File: src/rtl/mei_pkg.sv
// shared types, constants and codes for the escape-time iterator
`timescale 1ns / 1ps

package mei_pkg;

  // coordinate format: signed, four integer bits including sign
  localparam int COORD_W  = 32;
  localparam int FRAC_W   = COORD_W - 4;
  // threshold format: unsigned Q4.28
  localparam int THR_W    = 32;
  localparam int THR_FRAC = 28;

  localparam int LIMIT_W        = 16;
  localparam int ITER_WIDTH_DEF = 16;
  localparam int QUOT_W         = 16;
  localparam int FRACTION_W     = 17;
  localparam int STEP_W         = 16;

  localparam int CFG_IDX_W  = 1;
  localparam int CFG_DATA_W = 32;

  localparam logic [CFG_IDX_W-1:0] REG_LIMIT  = 1'b0;
  localparam logic [CFG_IDX_W-1:0] REG_THRESH = 1'b1;

  localparam logic [LIMIT_W-1:0]    RST_LIMIT    = 16'd100;
  localparam logic [THR_W-1:0]      RST_THRESH   = 32'h4000_0000;
  localparam logic [FRACTION_W-1:0] ONE_FRACTION = 17'h1_0000;

  typedef struct packed {
    logic signed [COORD_W-1:0] c_real;
    logic signed [COORD_W-1:0] c_imag;
  } in_item_t;

  typedef struct packed {
    logic [FRACTION_W-1:0] escape_fraction;
    logic [STEP_W-1:0]     escape_step;
    logic                  escaped;
  } out_item_t;

  typedef enum logic [7:0] {
    ST_IDLE = 8'b0000_0001,
    ST_UPD  = 8'b0000_0010,
    ST_MXX  = 8'b0000_0100,
    ST_MYY  = 8'b0000_1000,
    ST_MXY  = 8'b0001_0000,
    ST_CHK  = 8'b0010_0000,
    ST_DIV  = 8'b0100_0000,
    ST_FIN  = 8'b1000_0000
  } state_e;

  typedef struct packed {
    logic load;
    logic upd;
    logic mul_xx;
    logic mul_yy;
    logic mul_xy;
  } dp_ctrl_t;

  typedef struct packed {
    logic range_esc;
    logic thr_esc;
  } dp_stat_t;

endpackage

File: src/rtl/mei_dp.sv
// z datapath: one shared multiplier, z update and magnitude test
`timescale 1ns / 1ps

module mei_dp (
  input  logic                   clk_i,
  input  mei_pkg::dp_ctrl_t      ctrl_i,
  input  mei_pkg::in_item_t      in_data_i,
  input  logic [mei_pkg::THR_W-1:0] thresh_i,
  output mei_pkg::dp_stat_t      stat_o
);

  localparam int W  = mei_pkg::COORD_W;
  localparam int F  = mei_pkg::FRAC_W;
  localparam int ZW = W - 1;
  localparam int MW = W - 2;
  localparam int PW = 2 * MW;
  localparam int SW = PW + 3;
  localparam int TS = (2 * F >= mei_pkg::THR_FRAC) ? 2 * F - mei_pkg::THR_FRAC : 0;
  localparam int SS = (2 * F <  mei_pkg::THR_FRAC) ? mei_pkg::THR_FRAC - 2 * F : 0;
  localparam int CW = (PW + 1 + SS > mei_pkg::THR_W + TS) ? PW + 1 + SS
                                                          : mei_pkg::THR_W + TS;
  localparam logic [ZW-1:0] Z_MIN = {1'b1, {(ZW-1){1'b0}}};

  logic signed [W-1:0]  cr_q, ci_q;
  logic signed [ZW-1:0] x_q, y_q;
  logic [PW-1:0]        xx_q, yy_q, xy_q;
  logic                 xyn_q;

  logic [ZW-1:0] x_neg, y_neg;
  logic [MW-1:0] x_mag, y_mag, op_a, op_b;
  logic [PW-1:0] prod;

  logic signed [SW-1:0] diff, diff_sh, xy2, xy2_sh, re_full, im_full;
  logic [PW:0]          mag2;
  logic [CW-1:0]        lhs, rhs;

  // component leaves the |z| < 4 box, including exactly -4
  function automatic logic out_of_range(input logic signed [SW-1:0] v);
    logic [SW-ZW:0] hi;
    hi = v[SW-1:ZW-1];
    return !((hi == '0) || (hi == '1)) || (v[ZW-1:0] == Z_MIN);
  endfunction

  assign x_neg = -x_q;
  assign y_neg = -y_q;
  assign x_mag = x_q[ZW-1] ? x_neg[MW-1:0] : x_q[MW-1:0];
  assign y_mag = y_q[ZW-1] ? y_neg[MW-1:0] : y_q[MW-1:0];

  // operand select for the shared multiplier
  assign op_a = ctrl_i.mul_yy ? y_mag : x_mag;
  assign op_b = ctrl_i.mul_xx ? x_mag : y_mag;
  assign prod = op_a * op_b;

  // floor shift is an arithmetic right shift in two's complement
  assign diff    = $signed({3'b000, xx_q}) - $signed({3'b000, yy_q});
  assign xy2     = xyn_q ? -$signed({2'b00, xy_q, 1'b0}) : $signed({2'b00, xy_q, 1'b0});
  assign diff_sh = diff >>> F;
  assign xy2_sh  = xy2 >>> F;
  assign re_full = diff_sh + SW'(cr_q);
  assign im_full = xy2_sh + SW'(ci_q);

  assign mag2 = {1'b0, xx_q} + {1'b0, yy_q};
  assign lhs  = CW'(mag2) << SS;
  assign rhs  = CW'(thresh_i) << TS;

  assign stat_o.range_esc = out_of_range(re_full) || out_of_range(im_full);
  assign stat_o.thr_esc   = (lhs >= rhs);

  always_ff @(posedge clk_i) begin
    if (ctrl_i.load) begin
      cr_q  <= in_data_i.c_real;
      ci_q  <= in_data_i.c_imag;
      x_q   <= '0;
      y_q   <= '0;
      xx_q  <= '0;
      yy_q  <= '0;
      xy_q  <= '0;
      xyn_q <= 1'b0;
    end
    if (ctrl_i.upd) begin
      x_q <= re_full[ZW-1:0];
      y_q <= im_full[ZW-1:0];
    end
    if (ctrl_i.mul_xx) begin
      xx_q <= prod;
    end
    if (ctrl_i.mul_yy) begin
      yy_q <= prod;
    end
    if (ctrl_i.mul_xy) begin
      xy_q  <= prod;
      xyn_q <= x_q[ZW-1] ^ y_q[ZW-1];
    end
  end

endmodule

File: src/rtl/mei_div.sv
// restoring divider, one quotient bit per cycle, for the escape fraction
`timescale 1ns / 1ps

module mei_div #(
  parameter int DIV_W = mei_pkg::LIMIT_W
) (
  input  logic                      clk_i,
  input  logic                      rst_ni,
  input  logic                      start_i,
  input  logic [DIV_W-1:0]          dividend_i,
  input  logic [DIV_W-1:0]          divisor_i,
  output logic                      done_o,
  output logic [mei_pkg::QUOT_W-1:0] quot_o
);

  localparam int QW    = mei_pkg::QUOT_W;
  localparam int CNT_W = $clog2(QW);
  localparam logic [CNT_W-1:0] CNT_LAST = CNT_W'(QW - 1);

  logic             busy_q, done_q;
  logic [CNT_W-1:0] cnt_q;
  logic [DIV_W:0]   rem_q, rem_dbl, rem_sub;
  logic [QW-1:0]    quot_q;
  logic             fits;

  // remainder stays below the divisor, so doubling never overflows
  assign rem_dbl = {rem_q[DIV_W-1:0], 1'b0};
  assign rem_sub = rem_dbl - {1'b0, divisor_i};
  assign fits    = (rem_dbl >= {1'b0, divisor_i});

  assign done_o = done_q;
  assign quot_o = quot_q;

  always_ff @(posedge clk_i or negedge rst_ni) begin
    if (!rst_ni) begin
      busy_q <= 1'b0;
      done_q <= 1'b0;
      cnt_q  <= '0;
    end else begin
      done_q <= busy_q && (cnt_q == CNT_LAST);
      if (start_i) begin
        busy_q <= 1'b1;
        cnt_q  <= '0;
      end else if (busy_q) begin
        cnt_q <= cnt_q + CNT_W'(1);
        if (cnt_q == CNT_LAST) begin
          busy_q <= 1'b0;
        end
      end
    end
  end

  always_ff @(posedge clk_i) begin
    if (start_i) begin
      rem_q <= {1'b0, dividend_i};
    end else if (busy_q) begin
      rem_q  <= fits ? rem_sub : rem_dbl;
      quot_q <= {quot_q[QW-2:0], fits};
    end
  end

endmodule

File: src/rtl/mandelbrot_escape_iterator_unit.sv
// top level: sequencer, config registers and result register
`timescale 1ns / 1ps

// escape-time iterator for one complex point c = c_real + j*c_imag (signed Q3.28)
// input channel: in_valid_i / in_stall_o, item taken when valid and not stall
// output channel: out_valid_o / out_stall_i, one result item per input item
// config: cfg_we_i writes iteration_limit (index 0) or escape_threshold (index 1);
//   write only while no item is in flight
// each step z = z*z + c runs through update, three products on the one
//   shared multiplier (x*x, y*y, x*y), then the |z|^2 threshold test
// a zero limit skips the steps, and a point that never escapes stops after limit steps;
//   when |z|^2 meets the bound or a component reaches 4.0, the bit-serial fraction
//   divide runs before the result is formed; the result may then wait for the output
//   register
// throughput: one item at a time, in_stall_o is high from acceptance until the
//   result is moved into the output register
// the output register frees the sequencer: a new item can be taken while the
//   previous result still waits under out_stall_i
// reset: limit 100, threshold 4.0, sequencer idle, output register empty

module mandelbrot_escape_iterator_unit #(
  parameter int ITER_WIDTH = mei_pkg::ITER_WIDTH_DEF
) (
  input  logic                             clk_i,
  input  logic                             rst_ni,
  input  logic                             in_valid_i,
  output logic                             in_stall_o,
  input  mei_pkg::in_item_t                in_data_i,
  output logic                             out_valid_o,
  input  logic                             out_stall_i,
  output mei_pkg::out_item_t               out_data_o,
  input  logic                             cfg_we_i,
  input  logic [mei_pkg::CFG_IDX_W-1:0]    cfg_idx_i,
  input  logic [mei_pkg::CFG_DATA_W-1:0]   cfg_wdata_i
);

  // limit register is at most 16 bits, narrowed further by a narrower ITER_WIDTH
  localparam int LW = (ITER_WIDTH < mei_pkg::LIMIT_W) ? ITER_WIDTH : mei_pkg::LIMIT_W;
  localparam int KW = LW + 1;

  mei_pkg::state_e   state_q, state_d;
  logic [LW-1:0]     k_q, k_d;
  logic              esc_q, esc_d;
  logic [LW-1:0]     limit_q;
  logic [mei_pkg::THR_W-1:0] thresh_q;

  mei_pkg::out_item_t out_q;
  logic               out_valid_q, out_valid_d, out_load;

  mei_pkg::dp_ctrl_t  dp_ctrl;
  mei_pkg::dp_stat_t  dp_stat;

  logic                        div_start, div_done;
  logic [mei_pkg::QUOT_W-1:0]  div_quot;
  logic                        k_last;

  // ---------------------------------------------------------------------
  // config registers
  // ---------------------------------------------------------------------
  always_ff @(posedge clk_i or negedge rst_ni) begin
    if (!rst_ni) begin
      limit_q  <= mei_pkg::RST_LIMIT[LW-1:0];
      thresh_q <= mei_pkg::RST_THRESH;
    end else if (cfg_we_i) begin
      case (cfg_idx_i)
        mei_pkg::REG_LIMIT:  limit_q  <= cfg_wdata_i[LW-1:0];
        mei_pkg::REG_THRESH: thresh_q <= cfg_wdata_i[mei_pkg::THR_W-1:0];
        default: ;
      endcase
    end
  end

  // ---------------------------------------------------------------------
  // shared datapath and fraction divider
  // ---------------------------------------------------------------------
  mei_dp u_dp (
    .clk_i     (clk_i),
    .ctrl_i    (dp_ctrl),
    .in_data_i (in_data_i),
    .thresh_i  (thresh_q),
    .stat_o    (dp_stat)
  );

  // fraction = floor(k * 2^16 / limit), k always below limit here
  mei_div #(
    .DIV_W (LW)
  ) u_div (
    .clk_i      (clk_i),
    .rst_ni     (rst_ni),
    .start_i    (div_start),
    .dividend_i (k_q),
    .divisor_i  (limit_q),
    .done_o     (div_done),
    .quot_o     (div_quot)
  );

  // ---------------------------------------------------------------------
  // sequencer
  // ---------------------------------------------------------------------
  assign k_last     = (({1'b0, k_q} + KW'(1)) == {1'b0, limit_q});
  assign in_stall_o = (state_q != mei_pkg::ST_IDLE);

  always_comb begin
    state_d   = state_q;
    k_d       = k_q;
    esc_d     = esc_q;
    dp_ctrl   = '0;
    div_start = 1'b0;
    out_load  = 1'b0;
    case (state_q)
      mei_pkg::ST_IDLE: begin
        if (in_valid_i) begin
          dp_ctrl.load = 1'b1;
          k_d          = '0;
          esc_d        = 1'b0;
          // zero limit: no step, report as never escaping
          state_d      = (limit_q == '0) ? mei_pkg::ST_FIN : mei_pkg::ST_UPD;
        end
      end
      mei_pkg::ST_UPD: begin
        dp_ctrl.upd = 1'b1;
        if (dp_stat.range_esc) begin
          // a component at or beyond 4.0 always meets the bound
          esc_d     = 1'b1;
          div_start = 1'b1;
          state_d   = mei_pkg::ST_DIV;
        end else begin
          state_d = mei_pkg::ST_MXX;
        end
      end
      mei_pkg::ST_MXX: begin
        dp_ctrl.mul_xx = 1'b1;
        state_d        = mei_pkg::ST_MYY;
      end
      mei_pkg::ST_MYY: begin
        dp_ctrl.mul_yy = 1'b1;
        state_d        = mei_pkg::ST_MXY;
      end
      mei_pkg::ST_MXY: begin
        dp_ctrl.mul_xy = 1'b1;
        state_d        = mei_pkg::ST_CHK;
      end
      mei_pkg::ST_CHK: begin
        // x*x and y*y of the new z serve both the test and the next step
        if (dp_stat.thr_esc) begin
          esc_d     = 1'b1;
          div_start = 1'b1;
          state_d   = mei_pkg::ST_DIV;
        end else if (k_last) begin
          state_d = mei_pkg::ST_FIN;
        end else begin
          k_d     = k_q + LW'(1);
          state_d = mei_pkg::ST_UPD;
        end
      end
      mei_pkg::ST_DIV: begin
        if (div_done) begin
          state_d = mei_pkg::ST_FIN;
        end
      end
      mei_pkg::ST_FIN: begin
        // wait for the output register to free up
        if (!out_valid_q || !out_stall_i) begin
          out_load = 1'b1;
          state_d  = mei_pkg::ST_IDLE;
        end
      end
      default: begin
        state_d = mei_pkg::ST_IDLE;
      end
    endcase
  end

  always_ff @(posedge clk_i or negedge rst_ni) begin
    if (!rst_ni) begin
      state_q <= mei_pkg::ST_IDLE;
      k_q     <= '0;
      esc_q   <= 1'b0;
    end else begin
      state_q <= state_d;
      k_q     <= k_d;
      esc_q   <= esc_d;
    end
  end

  // ---------------------------------------------------------------------
  // output register
  // ---------------------------------------------------------------------
  always_comb begin
    out_valid_d = out_valid_q;
    if (out_load) begin
      out_valid_d = 1'b1;
    end else if (out_valid_q && !out_stall_i) begin
      out_valid_d = 1'b0;
    end
  end

  always_ff @(posedge clk_i or negedge rst_ni) begin
    if (!rst_ni) begin
      out_valid_q <= 1'b0;
    end else begin
      out_valid_q <= out_valid_d;
    end
  end

  always_ff @(posedge clk_i) begin
    if (out_load) begin
      out_q.escaped         <= esc_q;
      out_q.escape_step     <= esc_q ? mei_pkg::STEP_W'(k_q) : '0;
      out_q.escape_fraction <= esc_q ? {1'b0, div_quot} : mei_pkg::ONE_FRACTION;
    end
  end

  assign out_valid_o = out_valid_q;
  assign out_data_o  = out_q;

  // ---------------------------------------------------------------------
  // assertions
  // ---------------------------------------------------------------------
  a_no_escape_result: assert property (@(posedge clk_i) disable iff (!rst_ni)
    (out_valid_o && !out_data_o.escaped) |->
      (out_data_o.escape_fraction == mei_pkg::ONE_FRACTION &&
       out_data_o.escape_step == '0))
    else $error("non-escaped result carries a step or fraction");

  a_accept_starts_work: assert property (@(posedge clk_i) disable iff (!rst_ni)
    (in_valid_i && !in_stall_o) |=>
      (state_q == mei_pkg::ST_UPD || state_q == mei_pkg::ST_FIN))
    else $error("accepted item did not start iterating");

  a_step_held_in_divide: assert property (@(posedge clk_i) disable iff (!rst_ni)
    (state_q == mei_pkg::ST_DIV) |-> $stable(k_q))
    else $error("step count changed during fraction divide");

endmodule
File: config.mk
export PLATFORM = sky130hd
export DESIGN_NAME = mandelbrot_escape_iterator_unit
export DESIGN_NICKNAME = d
export VERILOG_FILES = /design/src/rtl/mei_pkg.sv /design/src/rtl/mei_dp.sv /design/src/rtl/mei_div.sv /design/src/rtl/mandelbrot_escape_iterator_unit.sv
export SDC_FILE = /design/constraint.sdc
export NUM_CORES = 2
export LEC_CHECK = 0
export ABC_AREA = 1
export BUFFER_PORTS_ARGS = -buffer_cell sky130_fd_sc_hd__buf_2
export CAP_MARGIN = 20
export CORE_ASPECT_RATIO = 1.5
export CORE_MARGIN = 1.5
export CORE_UTILIZATION = 34
export DETAILED_ROUTE_END_ITERATION = 6
export PLACE_DENSITY_LB_ADDON = 0.25
export SETUP_SLACK_MARGIN = 0.3
export SYNTH_ARGS = -nofsm -noshare
export SYNTH_HDL_FRONTEND = slang
export SYNTH_SLANG_ARGS = --single-unit
File: constraint.sdc
create_clock -name clk_i -period 10.2 [get_ports clk_i]
set_input_delay 1.02 -clock clk_i [delete_from_list [all_inputs] [get_ports clk_i]]
set_output_delay 1.02 -clock clk_i [all_outputs]
set_load 0.05 [all_outputs]
==> results.toml <==
[status]
status = "complete, no violations"

[critical_path]
critical_path.startpoint = "u_dp.y_q[0]"
slowest_delay_ns = 0.65
start_kind = "flop"
path_max_fanout = 8
path_delay_family = "adder cells"
crit_top_cell = "fa_1"
r2r-start = "u_dp.y_q[0]"
cp.required_ns = 10.57
path_buf_inv = 9
cp_slowest_cell = "fa_1"
crit_type = "reg -> reg"
arrival_ns = 10.07
critPathCaptureType = "flop"

[logic_synthesis]
synth_area_leaders = "fa_1 (24%), edfxtp_1 (17%), nand2_1 (11%)"
yosysWarnings = 0
ys_ff_latch = 453
syn_avg_cell_area_um2 = 7.59
synth.yosys.seq_area_share_pct = 20.5
synthCells = 8473
synth_nets = 9847
ys_types = 68
synth_top_area_share_pct = 24.4
synth_ff_type = "edfxtp_1"
netlist_area_um2 = 64400
synth_edf_count = 373
synthArstFlopShare_pct = 17.7
synth_top_cell_by_area = "fa_1"

[grt]
grt_pass1_wl_um = 383000
grt_pass1_vias = 59178
grtUsageTotal_pct = 27.5
gr-total-overflow = 0
antenna_found_initial = 12
grt_max_degree = 73

[timing]
final-hold-violation-count = 0
drv_slew = 0
fin_crit_sh_pct = 95.1
rsz0062_at_grt = "yes"
timing.fmax_mhz = 103
setup_violations = 0
skew_ns = 0.0643
slew_headroom_pct = 32.6
tightest_slew_ns = 1.01
fin_setup_tns_ns = 0
min_period_ns = 9.70

[drt]
top_layer = "met5"
drc = 0
drtAntennaViolNets = 0
via_per_inst = 5.03
vias = 56532
wl_met2_um = 138000
drt_iter0_drc = 3752
routedWlPerCell_um = 23.6
drt-met1-wl_um = 95200
firstDrtPassIters = 6
met3WireLength_um = 10300
routed_wl_um = 265000

[clock_tree]
ctsHoldBuffers = 0
cts_root_buf = "clkbuf_16"
htreeDepth = 2
insertion_delay_ns = 0.67
cts.sinks = 453
numCtsBuffers = 48
cts.clk_slew.worst_paths_ns = 0.07
cts.path.max_buffers = 3
cts_tree = "yes"

[floorplanning]
std_cell_rows = 195
dieArea_um2 = 192000
die_y_um = 536
io_pins = 138
start_util_pct = 34.2
core_um2 = 188000
die_w_um = 358

[place]
gp_congestion = 1.04
dpl_cell_area_um2 = 69400
dp.final_hpwl_um = 226000
portBuffers = 137
numPlacedInstances = 11107

[final_layout]
syn_to_final_growth_pct = 11.3
layout-drive-gt1-share_pct = 8.18
final_cell_mix = "nand2_1 (1817), inv_1 (1781), nor2_1 (1296)"
fin_nets = 10094
design_area_um2 = 71600
instances_no_fill = 11236
final_common_cell = "nand2_1"

[min_path]
hold_path_class = "in -> async"

[run]
cap_violations = 0
[routing by layer]
| metal | vias to the layer above | track usage [%] |
|---|---|---|
| met2 | 1740 | 50.8 |
| met4 | 2 | 19.1 |
| li1 | 26347 | - |
| met3 | 665 | 2.57 |
| met5 | - | 0 |
| met1 | 27778 | 29.1 |
[stage by stage]
| stage | hold slack, ns | utilization, % | worst slack, ns |
|---|---|---|---|
| final | 0.186 | 38.1 | 0.502 |
| after global placement | 0.433 | 36.9 | 0.110 |
| after global routing | 0.157 | 38.1 | 0.215 |
| after floorplan | 0.423 | - | 1.64 |
| after detailed placement | 0.439 | 36.9 | 0.222 |
| after CTS | 0.144 | 37.7 | 0.292 |
[layout make-up]
cell class,count,area (um2)
antenna,14,35.0
clock buffer,55,1230
clock inverter,35,323
fill,19918,117000
inverter,1835,6950
multi-input combinational,5945,43500
sequential,453,13200
tap,2462,3080
timing repair buffer,437,3250
[worst reg2reg max path, delay by kind of cell, from the launching register on]
family / cells / cell delay [ns]
compound gates: 8 / 1.63
xor+xnor: 2 / 0.49
fa+ha+maj: 10 / 4.56
buf+inv: 9 / 1.18
flops: 1 / 0.45
simple gates: 8 / 1.12
[what timing repair did]
action,CTS,global route
buffers inserted,3,20
pin swaps,1,16
resized for setup,7,99
endpoints found under the setup margin,18,93
[cell usage after synthesis, drive strengths merged (7+ instances only)]
master  instances
o211ai         13
and2            7
edfxtp        373
nand3b         25
clkbuf        153
or2            14
nand4          92
inv          1820
a21boi          9
xor2          183
nor2         1318
nand3         234
o21bai         17
a31oi          40
ha            488
o31ai          14
nor3           73
buf            87
xnor2          77
fa            784
dfrtp          75
nor4           25
o21a           16
nand2        1845
clkinv         15
a21o           26
o21ai         243
and3            7
a21oi         366
[cell families after synthesis]
family                   synth area share [%]
adder cells (fa/ha/maj)                  33.9
AND/OR/NAND/NOR                          23.0
buffers and inverters                    12.3
XOR/XNOR                                 3.54
AO/OA/AOI/OAI                            6.72
flip-flops                               20.5
[sequential cells by signal (all words and copies together), names as in the netlist, 31 cells and up]
register,count
out_data_o,34
thresh_q,32
u_dp.ci_q,32
u_dp.cr_q,32
u_dp.x_q,31
u_dp.xx_q,60
u_dp.xy_q,60
u_dp.y_q,31
u_dp.yy_q,60
[path summary, 6_finish.rpt]
path / to / slack (ns) / cells after the start
worst max-delay path: u_dp.xx_q[53] / 0.50 / 37
worst min-delay path: thresh_q[25] / 0.19 / 1
worst max register to register: u_dp.xx_q[53] / 0.50 / 37
worst min register to register: u_div.quot_o[8] / 0.45 / 0
max in group asynchronous: u_div.busy_q / 8.76 / 2
min in group clk_i: u_div.quot_o[8] / 0.45 / 0
Power is not shown: default switching activity piles up to over one toggle a cycle in this logic, so the estimate is an artifact.
